==> src/rtl/calibrated_sensor_scaler_averager_assert.svh <==
// Assertion macros shared by the scaler controller and datapath.
// Needs nothing else; include inside a module after its signals are declared.
`ifndef CALIBRATED_SENSOR_SCALER_AVERAGER_ASSERT_SVH
`define CALIBRATED_SENSOR_SCALER_AVERAGER_ASSERT_SVH

// same-cycle implication, checked out of reset
`define CSS_ASSERT_IMPL(name, clk_i, rst_i, ante, cons, msg) \
    name: assert property (@(posedge clk_i) disable iff (!rst_i) (ante) |-> (cons)) \
        else $error(msg);

// next-cycle implication, checked out of reset
`define CSS_ASSERT_NEXT(name, clk_i, rst_i, ante, cons, msg) \
    name: assert property (@(posedge clk_i) disable iff (!rst_i) (ante) |=> (cons)) \
        else $error(msg);

`endif

==> src/rtl/css_pkg.sv <==
// Shared types and constants of the calibrated sensor scaler and averager.
// Used by every module of the block but css_ram; depends on nothing.
`default_nettype none

package css_pkg;

    typedef enum logic [1:0] {
        FUNC_PROCESS   = 2'd0,
        FUNC_CALIBRATE = 2'd1,
        FUNC_RESET_CAL = 2'd2,
        FUNC_CLEAR     = 2'd3
    } func_t;

    typedef enum logic [1:0] {
        SEL_BYTE = 2'd0,
        SEL_WIDE = 2'd1,
        SEL_AVG  = 2'd2
    } div_sel_t;

    localparam logic signed [15:0] CAL_MIN_RESET = 16'sd32000;
    localparam logic signed [15:0] CAL_MAX_RESET = -16'sd32000;

    localparam logic [9:0] TOP_BYTE = 10'd255;
    localparam logic [9:0] TOP_WIDE = 10'd1023;

    localparam int DIV_W  = 26;
    localparam int DVS_W  = 16;
    localparam int Q_W    = 16;
    localparam int STEP_W = 5;

    localparam logic [STEP_W-1:0] STEPS_BYTE = 5'd8;
    localparam logic [STEP_W-1:0] STEPS_WIDE = 5'd10;
    localparam logic [STEP_W-1:0] STEPS_AVG  = 5'd16;

    typedef struct packed {
        logic     load_in;
        logic     apply_op;
        logic     div_start;
        div_sel_t div_sel;
        logic     div_store;
        logic     push;
        logic     avg_clear;
        logic     out_load;
    } ctrl_cmd_t;

    typedef struct packed {
        func_t func;
        logic  map_ok;
        logic  count_nz;
        logic  div_done;
        logic  out_free;
    } ctrl_status_t;

endpackage

`default_nettype wire

==> src/rtl/css_ram.sv <==
// Generic single-write, single-read RAM with registered read data.
// Stand-alone; holds the averaging window of the datapath.
`default_nettype none

module css_ram #(
    parameter int WIDTH = 8,
    parameter int DEPTH = 16,
    localparam int ADDR_W = (DEPTH > 1) ? $clog2(DEPTH) : 1
) (
    input  wire logic              clk,
    input  wire logic              wr_en,
    input  wire logic [ADDR_W-1:0] wr_addr,
    input  wire logic [WIDTH-1:0]  wr_data,
    input  wire logic [ADDR_W-1:0] rd_addr,
    output logic      [WIDTH-1:0]  rd_data
);

    logic [WIDTH-1:0] mem [DEPTH];
    logic [WIDTH-1:0] rd_data_reg;

    always_ff @(posedge clk)
    begin
        if (wr_en)
        begin
            mem[wr_addr] <= wr_data;
        end
        rd_data_reg <= mem[rd_addr];
    end

    assign rd_data = rd_data_reg;

endmodule

`default_nettype wire

==> src/rtl/css_div.sv <==
// Serial restoring divider, one quotient bit per cycle, with an early overflow check.
// Depends on css_pkg for widths.
`default_nettype none

module css_div (
    input  wire logic                          clk,
    input  wire logic                          rst_n,
    input  wire logic                          start,
    input  wire logic [css_pkg::DIV_W-1:0]     dividend,
    input  wire logic [css_pkg::DVS_W-1:0]     divisor,
    input  wire logic [css_pkg::STEP_W-1:0]    steps,
    output logic                               done,
    output logic      [css_pkg::Q_W-1:0]       quotient,
    output logic                               overflow
);

    import css_pkg::*;

    logic              busy_reg, busy_next;
    logic              first_reg, first_next;
    logic              done_reg, done_next;
    logic              ovf_reg, ovf_next;
    logic [STEP_W-1:0] steps_reg, steps_next;
    logic [DIV_W-1:0]  rem_reg, rem_next;
    logic [DIV_W-1:0]  low_reg, low_next;
    logic [DVS_W-1:0]  dvs_reg, dvs_next;
    logic [Q_W-1:0]    q_reg, q_next;

    logic [DVS_W:0]    trial;
    logic [DVS_W:0]    trial_sub;
    logic              trial_ge;
    logic [STEP_W-1:0] shl;

    assign trial     = {rem_reg[DVS_W-1:0], low_reg[DIV_W-1]};
    assign trial_sub = trial - {1'b0, dvs_reg};
    assign trial_ge  = (trial >= {1'b0, dvs_reg});
    assign shl       = STEP_W'(DIV_W) - steps;

    always_comb
    begin
        busy_next  = busy_reg;
        first_next = first_reg;
        done_next  = 1'b0;
        ovf_next   = ovf_reg;
        steps_next = steps_reg;
        rem_next   = rem_reg;
        low_next   = low_reg;
        dvs_next   = dvs_reg;
        q_next     = q_reg;
        if (start)
        begin
            busy_next  = 1'b1;
            first_next = 1'b1;
            ovf_next   = 1'b0;
            steps_next = steps;
            rem_next   = dividend >> steps;
            low_next   = dividend << shl;
            dvs_next   = divisor;
            q_next     = '0;
        end
        else if (busy_reg)
        begin
            if (first_reg)
            begin
                first_next = 1'b0;
                if (rem_reg >= DIV_W'(dvs_reg))
                begin
                    ovf_next  = 1'b1;
                    busy_next = 1'b0;
                    done_next = 1'b1;
                end
            end
            else
            begin
                rem_next   = trial_ge ? DIV_W'(trial_sub) : DIV_W'(trial);
                low_next   = {low_reg[DIV_W-2:0], 1'b0};
                q_next     = {q_reg[Q_W-2:0], trial_ge};
                steps_next = steps_reg - STEP_W'(1);
                if (steps_reg == STEP_W'(1))
                begin
                    busy_next = 1'b0;
                    done_next = 1'b1;
                end
            end
        end
    end

    always_ff @(posedge clk or negedge rst_n)
    begin
        if (!rst_n)
        begin
            busy_reg  <= 1'b0;
            first_reg <= 1'b0;
            done_reg  <= 1'b0;
        end
        else
        begin
            busy_reg  <= busy_next;
            first_reg <= first_next;
            done_reg  <= done_next;
        end
    end

    always_ff @(posedge clk)
    begin
        ovf_reg   <= ovf_next;
        steps_reg <= steps_next;
        rem_reg   <= rem_next;
        low_reg   <= low_next;
        dvs_reg   <= dvs_next;
        q_reg     <= q_next;
    end

    assign done     = done_reg;
    assign quotient = q_reg;
    assign overflow = ovf_reg;

endmodule

`default_nettype wire

==> src/rtl/css_datapath.sv <==
// Datapath: calibration range, scaling operands, window ring with running sum, output word.
// Depends on css_pkg, css_div, css_ram and the assertion macro header.
`default_nettype none

`include "calibrated_sensor_scaler_averager_assert.svh"

module css_datapath #(
    parameter int WINDOW = 16
) (
    input  wire logic                       clk,
    input  wire logic                       rst_n,
    input  wire logic [1:0]                 func,
    input  wire logic signed [15:0]         sample,
    input  wire css_pkg::ctrl_cmd_t         cmd,
    output css_pkg::ctrl_status_t           status,
    input  wire logic                       out_stall,
    output logic                            out_valid,
    output logic [7:0]                      scaled_byte,
    output logic [9:0]                      scaled_wide,
    output logic [15:0]                     average_q8,
    output logic                            average_valid,
    output logic [4:0]                      fill_count,
    output logic signed [15:0]              cal_low,
    output logic signed [15:0]              cal_high
);

    import css_pkg::*;

    localparam int IDX_W = (WINDOW > 1) ? $clog2(WINDOW) : 1;
    localparam int CNT_W = $clog2(WINDOW + 1);
    localparam int SUM_W = 8 + CNT_W;

    func_t              func_reg, func_next;
    logic signed [15:0] sample_reg, sample_next;
    logic signed [15:0] cal_min_reg, cal_min_next;
    logic signed [15:0] cal_max_reg, cal_max_next;
    logic [SUM_W-1:0]   sum_reg, sum_next;
    logic [IDX_W-1:0]   idx_reg, idx_next;
    logic [CNT_W-1:0]   count_reg, count_next;
    logic [7:0]         sb_reg, sb_next;
    logic [9:0]         sw_reg, sw_next;
    logic [15:0]        avg_reg, avg_next;
    div_sel_t           sel_reg, sel_next;

    logic               out_valid_reg, out_valid_next;
    logic [7:0]         ob_reg, ob_next;
    logic [9:0]         ow_reg, ow_next;
    logic [15:0]        oa_reg, oa_next;
    logic               oav_reg, oav_next;
    logic [4:0]         of_reg, of_next;
    logic signed [15:0] ol_reg, ol_next;
    logic signed [15:0] oh_reg, oh_next;

    logic signed [16:0] diff;
    logic signed [16:0] span;
    logic               map_ok;
    logic [9:0]         top_sel;
    logic [DIV_W-1:0]   map_prod;
    logic [DIV_W-1:0]   div_dividend;
    logic [DVS_W-1:0]   div_divisor;
    logic [STEP_W-1:0]  div_steps;
    logic               div_done;
    logic [Q_W-1:0]     div_q;
    logic               div_ovf;
    logic [7:0]         old_val;
    logic               full;
    logic               out_free;

    assign diff     = {sample_reg[15], sample_reg} - {cal_min_reg[15], cal_min_reg};
    assign span     = {cal_max_reg[15], cal_max_reg} - {cal_min_reg[15], cal_min_reg};
    assign map_ok   = !span[16] && (span != 17'sd0);
    assign top_sel  = (cmd.div_sel == SEL_WIDE) ? TOP_WIDE : TOP_BYTE;
    assign map_prod = diff[16] ? '0
                    : (DIV_W'(diff[15:0]) * DIV_W'(top_sel));
    assign full     = (count_reg == CNT_W'(WINDOW));
    assign out_free = !out_valid_reg || !out_stall;

    always_comb
    begin
        if (cmd.div_sel == SEL_AVG)
        begin
            div_dividend = DIV_W'({sum_reg, 8'd0});
            div_divisor  = DVS_W'(count_reg);
            div_steps    = STEPS_AVG;
        end
        else
        begin
            div_dividend = map_prod;
            div_divisor  = span[15:0];
            div_steps    = (cmd.div_sel == SEL_WIDE) ? STEPS_WIDE : STEPS_BYTE;
        end
    end

    css_div u_div (
        .clk      (clk),
        .rst_n    (rst_n),
        .start    (cmd.div_start),
        .dividend (div_dividend),
        .divisor  (div_divisor),
        .steps    (div_steps),
        .done     (div_done),
        .quotient (div_q),
        .overflow (div_ovf)
    );

    css_ram #(
        .WIDTH (8),
        .DEPTH (WINDOW)
    ) u_ram (
        .clk     (clk),
        .wr_en   (cmd.push),
        .wr_addr (idx_reg),
        .wr_data (sb_reg),
        .rd_addr (idx_reg),
        .rd_data (old_val)
    );

    always_comb
    begin
        func_next    = func_reg;
        sample_next  = sample_reg;
        cal_min_next = cal_min_reg;
        cal_max_next = cal_max_reg;
        sum_next     = sum_reg;
        idx_next     = idx_reg;
        count_next   = count_reg;
        sb_next      = sb_reg;
        sw_next      = sw_reg;
        avg_next     = avg_reg;
        sel_next     = sel_reg;

        if (cmd.load_in)
        begin
            func_next   = func_t'(func);
            sample_next = sample;
        end

        if (cmd.apply_op)
        begin
            sb_next = '0;
            sw_next = '0;
            unique case (func_reg)
                FUNC_PROCESS:
                begin
                end
                FUNC_CALIBRATE:
                begin
                    if (sample_reg > cal_max_reg)
                    begin
                        cal_max_next = sample_reg;
                    end
                    if (sample_reg < cal_min_reg)
                    begin
                        cal_min_next = sample_reg;
                    end
                end
                FUNC_RESET_CAL:
                begin
                    cal_min_next = CAL_MIN_RESET;
                    cal_max_next = CAL_MAX_RESET;
                end
                FUNC_CLEAR:
                begin
                    sum_next   = '0;
                    idx_next   = '0;
                    count_next = '0;
                end
                default:
                begin
                end
            endcase
        end

        if (cmd.div_start)
        begin
            sel_next = cmd.div_sel;
        end

        if (cmd.div_store)
        begin
            unique case (sel_reg)
                SEL_BYTE: sb_next  = div_ovf ? 8'(TOP_BYTE) : div_q[7:0];
                SEL_WIDE: sw_next  = div_ovf ? TOP_WIDE : div_q[9:0];
                SEL_AVG:  avg_next = div_q;
                default:  avg_next = avg_reg;
            endcase
        end

        if (cmd.push)
        begin
            sum_next = sum_reg - (full ? SUM_W'(old_val) : SUM_W'(0)) + SUM_W'(sb_reg);
            idx_next = (idx_reg == IDX_W'(WINDOW - 1)) ? '0 : idx_reg + IDX_W'(1);
            if (!full)
            begin
                count_next = count_reg + CNT_W'(1);
            end
        end

        if (cmd.avg_clear)
        begin
            avg_next = '0;
        end
    end

    always_comb
    begin
        out_valid_next = out_valid_reg && out_stall;
        ob_next = ob_reg;
        ow_next = ow_reg;
        oa_next = oa_reg;
        oav_next = oav_reg;
        of_next = of_reg;
        ol_next = ol_reg;
        oh_next = oh_reg;
        if (cmd.out_load)
        begin
            out_valid_next = 1'b1;
            ob_next  = sb_reg;
            ow_next  = sw_reg;
            oa_next  = avg_reg;
            oav_next = (count_reg != '0);
            of_next  = 5'(count_reg);
            ol_next  = cal_min_reg;
            oh_next  = cal_max_reg;
        end
    end

    always_ff @(posedge clk or negedge rst_n)
    begin
        if (!rst_n)
        begin
            cal_min_reg   <= CAL_MIN_RESET;
            cal_max_reg   <= CAL_MAX_RESET;
            sum_reg       <= '0;
            idx_reg       <= '0;
            count_reg     <= '0;
            out_valid_reg <= 1'b0;
        end
        else
        begin
            cal_min_reg   <= cal_min_next;
            cal_max_reg   <= cal_max_next;
            sum_reg       <= sum_next;
            idx_reg       <= idx_next;
            count_reg     <= count_next;
            out_valid_reg <= out_valid_next;
        end
    end

    always_ff @(posedge clk)
    begin
        func_reg   <= func_next;
        sample_reg <= sample_next;
        sb_reg     <= sb_next;
        sw_reg     <= sw_next;
        avg_reg    <= avg_next;
        sel_reg    <= sel_next;
        ob_reg     <= ob_next;
        ow_reg     <= ow_next;
        oa_reg     <= oa_next;
        oav_reg    <= oav_next;
        of_reg     <= of_next;
        ol_reg     <= ol_next;
        oh_reg     <= oh_next;
    end

    assign status.func     = func_reg;
    assign status.map_ok   = map_ok;
    assign status.count_nz = (count_reg != '0);
    assign status.div_done = div_done;
    assign status.out_free = out_free;

    assign out_valid     = out_valid_reg;
    assign scaled_byte   = ob_reg;
    assign scaled_wide   = ow_reg;
    assign average_q8    = oa_reg;
    assign average_valid = oav_reg;
    assign fill_count    = of_reg;
    assign cal_low       = ol_reg;
    assign cal_high      = oh_reg;

    `CSS_ASSERT_IMPL(a_count_bound, clk, rst_n, 1'b1, count_reg <= CNT_W'(WINDOW),
        "window fill count above window size")
    `CSS_ASSERT_IMPL(a_idx_tracks_count, clk, rst_n, !full, CNT_W'(idx_reg) == count_reg,
        "write index out of step with fill count before the window fills")
    `CSS_ASSERT_IMPL(a_sum_bound, clk, rst_n, 1'b1,
        sum_reg <= SUM_W'(count_reg) * SUM_W'(8'd255),
        "running sum exceeds what the stored entries allow")

endmodule

`default_nettype wire

==> src/rtl/css_ctrl.sv <==
// Controller state machine: sequences decode, up to three divisions, ring update and output.
// Depends on css_pkg and the assertion macro header.
`default_nettype none

`include "calibrated_sensor_scaler_averager_assert.svh"

module css_ctrl (
    input  wire logic                   clk,
    input  wire logic                   rst_n,
    input  wire logic                   in_valid,
    output logic                        in_stall,
    input  wire css_pkg::ctrl_status_t  status,
    output css_pkg::ctrl_cmd_t          cmd
);

    import css_pkg::*;

    typedef enum logic [7:0] {
        S_IDLE      = 8'b0000_0001,
        S_DECODE    = 8'b0000_0010,
        S_BYTE_RUN  = 8'b0000_0100,
        S_WIDE_RUN  = 8'b0000_1000,
        S_PUSH      = 8'b0001_0000,
        S_AVG_START = 8'b0010_0000,
        S_AVG_RUN   = 8'b0100_0000,
        S_FINISH    = 8'b1000_0000
    } state_t;

    state_t state_reg, state_next;

    always_comb
    begin
        state_next = state_reg;
        cmd        = '0;
        cmd.div_sel = SEL_BYTE;
        unique case (state_reg)
            S_IDLE:
            begin
                if (in_valid)
                begin
                    cmd.load_in = 1'b1;
                    state_next  = S_DECODE;
                end
            end
            S_DECODE:
            begin
                cmd.apply_op = 1'b1;
                if (status.func == FUNC_PROCESS && status.map_ok)
                begin
                    cmd.div_start = 1'b1;
                    cmd.div_sel   = SEL_BYTE;
                    state_next    = S_BYTE_RUN;
                end
                else if (status.func == FUNC_PROCESS)
                begin
                    state_next = S_PUSH;
                end
                else
                begin
                    state_next = S_AVG_START;
                end
            end
            S_BYTE_RUN:
            begin
                if (status.div_done)
                begin
                    cmd.div_store = 1'b1;
                    cmd.div_start = 1'b1;
                    cmd.div_sel   = SEL_WIDE;
                    state_next    = S_WIDE_RUN;
                end
            end
            S_WIDE_RUN:
            begin
                if (status.div_done)
                begin
                    cmd.div_store = 1'b1;
                    state_next    = S_PUSH;
                end
            end
            S_PUSH:
            begin
                cmd.push   = 1'b1;
                state_next = S_AVG_START;
            end
            S_AVG_START:
            begin
                cmd.avg_clear = 1'b1;
                if (status.count_nz)
                begin
                    cmd.div_start = 1'b1;
                    cmd.div_sel   = SEL_AVG;
                    state_next    = S_AVG_RUN;
                end
                else
                begin
                    state_next = S_FINISH;
                end
            end
            S_AVG_RUN:
            begin
                if (status.div_done)
                begin
                    cmd.div_store = 1'b1;
                    state_next    = S_FINISH;
                end
            end
            S_FINISH:
            begin
                if (status.out_free)
                begin
                    cmd.out_load = 1'b1;
                    state_next   = S_IDLE;
                end
            end
            default:
            begin
                state_next = S_IDLE;
            end
        endcase
    end

    always_ff @(posedge clk or negedge rst_n)
    begin
        if (!rst_n)
        begin
            state_reg <= S_IDLE;
        end
        else
        begin
            state_reg <= state_next;
        end
    end

    assign in_stall = (state_reg != S_IDLE);

    `CSS_ASSERT_NEXT(a_accept_decode, clk, rst_n, in_valid && !in_stall,
        state_reg == S_DECODE, "accepted word not decoded next cycle")
    `CSS_ASSERT_IMPL(a_done_in_run, clk, rst_n, status.div_done,
        state_reg == S_BYTE_RUN || state_reg == S_WIDE_RUN || state_reg == S_AVG_RUN,
        "divider finished outside a division state")
    `CSS_ASSERT_NEXT(a_div_not_instant, clk, rst_n, cmd.div_start, !status.div_done,
        "divider reported done one cycle after start")

endmodule

`default_nettype wire

==> src/rtl/calibrated_sensor_scaler_averager.sv <==
// One word is in flight at a time; the next is accepted in the same cycle that out_valid
// rises. A held output word (out_valid with out_stall) delays the next output word.
// Time is set by one shared serial divider: a range check, then one quotient bit
// per cycle (8, 10, 16 bits). Reset: range 32000/-32000, empty window, fill count masks RAM.
// Depends on css_pkg, css_ctrl, css_datapath.
`default_nettype none

module calibrated_sensor_scaler_averager #(
    parameter int WINDOW = 16
) (
    input  wire logic               clk,
    input  wire logic               rst_n,
    input  wire logic               in_valid,
    output logic                    in_stall,
    input  wire logic [1:0]         func,
    input  wire logic signed [15:0] sample,
    output logic                    out_valid,
    input  wire logic               out_stall,
    output logic [7:0]              scaled_byte,
    output logic [9:0]              scaled_wide,
    output logic [15:0]             average_q8,
    output logic                    average_valid,
    output logic [4:0]              fill_count,
    output logic signed [15:0]      cal_low,
    output logic signed [15:0]      cal_high
);

    import css_pkg::*;

    ctrl_cmd_t    cmd;
    ctrl_status_t status;

    css_ctrl u_ctrl (
        .clk      (clk),
        .rst_n    (rst_n),
        .in_valid (in_valid),
        .in_stall (in_stall),
        .status   (status),
        .cmd      (cmd)
    );

    css_datapath #(
        .WINDOW (WINDOW)
    ) u_datapath (
        .clk           (clk),
        .rst_n         (rst_n),
        .func          (func),
        .sample        (sample),
        .cmd           (cmd),
        .status        (status),
        .out_stall     (out_stall),
        .out_valid     (out_valid),
        .scaled_byte   (scaled_byte),
        .scaled_wide   (scaled_wide),
        .average_q8    (average_q8),
        .average_valid (average_valid),
        .fill_count    (fill_count),
        .cal_low       (cal_low),
        .cal_high      (cal_high)
    );

endmodule

`default_nettype wire
==> config.mk <==
export PLATFORM = sky130hd
export DESIGN_NAME = calibrated_sensor_scaler_averager
export DESIGN_NICKNAME = d
export VERILOG_FILES = /design/src/rtl/css_pkg.sv /design/src/rtl/css_ram.sv /design/src/rtl/css_div.sv /design/src/rtl/css_datapath.sv /design/src/rtl/css_ctrl.sv /design/src/rtl/calibrated_sensor_scaler_averager.sv
export VERILOG_INCLUDE_DIRS = /design/src /design/src/rtl
export SDC_FILE = /design/constraint.sdc
export NUM_CORES = 1
export LEC_CHECK = 0
export ABC_CLOCK_PERIOD_IN_PS = 20000
export BUFFER_PORTS_ARGS = -buffer_cell sky130_fd_sc_hd__buf_2
export CORE_MARGIN = 5
export CORE_UTILIZATION = 30
export DETAILED_ROUTE_END_ITERATION = 16
export GPL_TIMING_DRIVEN = 1
export HOLD_SLACK_MARGIN = 0.15
export PLACE_DENSITY = 0.57
export SYNTH_ARGS = -nofsm -noshare
export SYNTH_HDL_FRONTEND = slang
export SYNTH_SLANG_ARGS = --single-unit
==> constraint.sdc <==
create_clock -name clk -period 20 [get_ports clk]
set_input_delay 1 -clock clk [delete_from_list [all_inputs] [get_ports clk]]
set_output_delay 1 -clock clk [all_outputs]
set_load 0.005 [all_outputs]
==> flow_summary.toml <==
[setup_path]
start_kind = "register"
cp_max_fo = 7
rrSetupSlack_ns = 11.69
cp_slowest_cell = "a2111oi_0"
critPathLaunch = "u_datapath.sample_reg[0]$_DFFE_PP_"
r2r_start = "u_datapath.sample_reg[0]$_DFFE_PP_"
cpPeakStageDelay_ns = 0.70
critPathKind = "register to register"
worstPathArrival_ns = 8.63
setup.worst_path.end_class = "register"
cp.required_ns = 20.32

[detailed_routing]
wl_per_cell_um = 18.9
dr_total_vias = 15700
avgViaCountPerCell = 4.85
drc = 0
ant_nets = 0
drtIter0Drc = 1127
drt_pre_antenna_iters = 5
wirelength_um = 60900

[global_routing]
grt_max_degree = 69
grt_pass1_wl_um = 96900
antenna_found_initial = 3
grt_pass1_vias = 16500
gr-usage-all-layers_pct = 14.2
overflow = 0

[logic_synthesis]
ys_seq_area_share_pct = 48.4
async_flop_share_pct = 15.8
syn_avg_cell_area_um2 = 11.8
yosys.area.top_type = "edfxtp_1"
synth_ff_type = "edfxtp_1"
synth-seq-cells = 418
yosys-top-cells-area = "edfxtp_1 (37%), fa_1 (8.8%), ha_1 (8.4%)"
synth_top_cell_area_share_pct = 36.5
synth_edf_count = 293
synth_cell_types = 84
ys_warn_count = 0
syn_area_um2 = 24100
syn-instance-count = 2045

[final_layout]
multi_input_area_um2 = 11300
largest_reg_flops = 128
fin_nets = 2433
mostFrequentLayoutCell = "edfxtp_1"
nFillCells = 7752
seq_area_um2 = 11600
area_growth_pct = 13.4
drive_gt1_share_pct = 12.6
final_cell_mix = "edfxtp_1 (293), inv_1 (251), ha_1 (161)"

[sta]
max_freq_mhz = 120
setup_viol = 0
finalHoldViolCount = 0
fin_skew_ns = 0.0217
tightest_slew_ns = 1.34
relSlewSlack_pct = 10.0
min_period_ns = 8.31
rsz0062_at_grt = "false"
drv_slew = 0
fin_crit_sh_pct = 41.6
fin_setup_tns_ns = 0

[clocking]
root_buffer = "clkbuf_16"
tritoncts = "yes"
insertion_delay_ns = 0.58
cts_max_level = 2
numClockSinks = 418
hold_buffers = 0
clock_path_buffers = 3
clkSlewWorstSetupHoldPaths_ns = 0.06
cts_setup_buffers = 0
numCtsBuffers = 43
cts_resized = 0

[floorplanning]
initial_utilization_pct = 30.4
io_pins = 96
coreArea_um2 = 79300
dieArea_um2 = 86000
rows = 103
die_h_um = 293
die_w_um = 293

[placed_design]
hpwlAfterDp_um = 46400
port_buffers = 95
gp_congestion = 0.852

[flow_run]
maxCapViolations = 0

[hold_path]
hold_start = "u_datapath.sw_reg[6]$_DFF_P_"
hold_class = "register to register"

[status]
status = "complete, no violations"
cells in the mapped netlist (40+ instances only):
library cell and instances:
dfrtp_1 56, nand3_1 48, mux2i_1 53, xnor2_1 42, mux4_2 40, fa_1 106
o21ai_0 82, edfxtp_1 293, nand2_1 150, ha_1 161, a21oi_1 98, clkbuf_1 48
inv_1 251, nor2_1 129, dfxtp_1 59
area by class of cell:
class                           count  area share, %
Timing Repair Buffer              107           2.08
Inverter                          253           3.48
Sequential cell                   418           42.6
Multi-Input combinational cell   1321           41.3
Clock buffer                       52           4.29
Clock inverter                     28           1.37
Antenna cell                        1        0.00916
Tap cell                         1050           4.81
per-stage QoR:
stage          hold WS, ns  setup WS (ns)  std cells  cell area (um^2)  util, %
2_1_floorplan        0.408          12.50       2053             24100        -
3_3_place_gp         0.416          11.72       3149             25800     32.5
3_5_place_dp         0.415          11.70       3149             25800     32.5
4_1_cts              0.430          11.67       3229             27300     34.4
5_1_grt              0.443          10.89       3229             27300     34.5
6_report             0.430          11.69       3230             27300     34.5
metal layers:
layer,vias up,routed length [um],track usage [%]
met5,-,11,0
li1,7432,-,-
met3,81,2780,2.34
met4,2,1460,3.56
met2,349,29300,23.8
met1,7796,27400,19.3
logic make-up (layout without fill, tap and decap cells):
family | Yosys count | in the layout | synth area share (%)
DFF | 418 | 418 | 48.4
and+or+nand+nor | 496 | 496 | 9.83
AOI/OAI and AO/OA | 363 | 363 | 9.97
xor gates and xnor gates | 75 | 75 | 2.73
adders and majority gates | 267 | 267 | 17.2
buffers and inverters | 314 | 440 | 5.04
other | 1 | 10 | 0.0156
muxes | 111 | 111 | 6.88
worst paths after layout:
path / end / cells past startpoint
max: u_datapath.u_div.rem_reg[14]$_DFFE_PP_ / 29
min: u_datapath.scaled_wide[6]$_DFFE_PP_ / 0
max reg2reg: u_datapath.u_div.rem_reg[14]$_DFFE_PP_ / 29
min reg2reg: u_datapath.scaled_wide[6]$_DFFE_PP_ / 0
max in group asynchronous: u_datapath.idx_reg[0]$_DFFE_PN0P_ / 1
min in group asynchronous: u_datapath.cal_max_reg[12]$_DFFE_PN0P_ / 1
critical path: cells and delay by family (launching register included):
family | cells | cell delay [ns]
flip-flops | 1 | 0.41
buffers and inverters | 6 | 0.54
AO/OA/AOI/OAI | 7 | 2.11
adder cells (fa/ha/maj) | 8 | 3.66
XOR/XNOR | 2 | 0.50
multiplexers | 2 | 0.34
AND/OR/NAND/NOR | 4 | 0.51
Power is not shown: default switching activity piles up to over one toggle a cycle in this logic, so the estimate is an artifact.
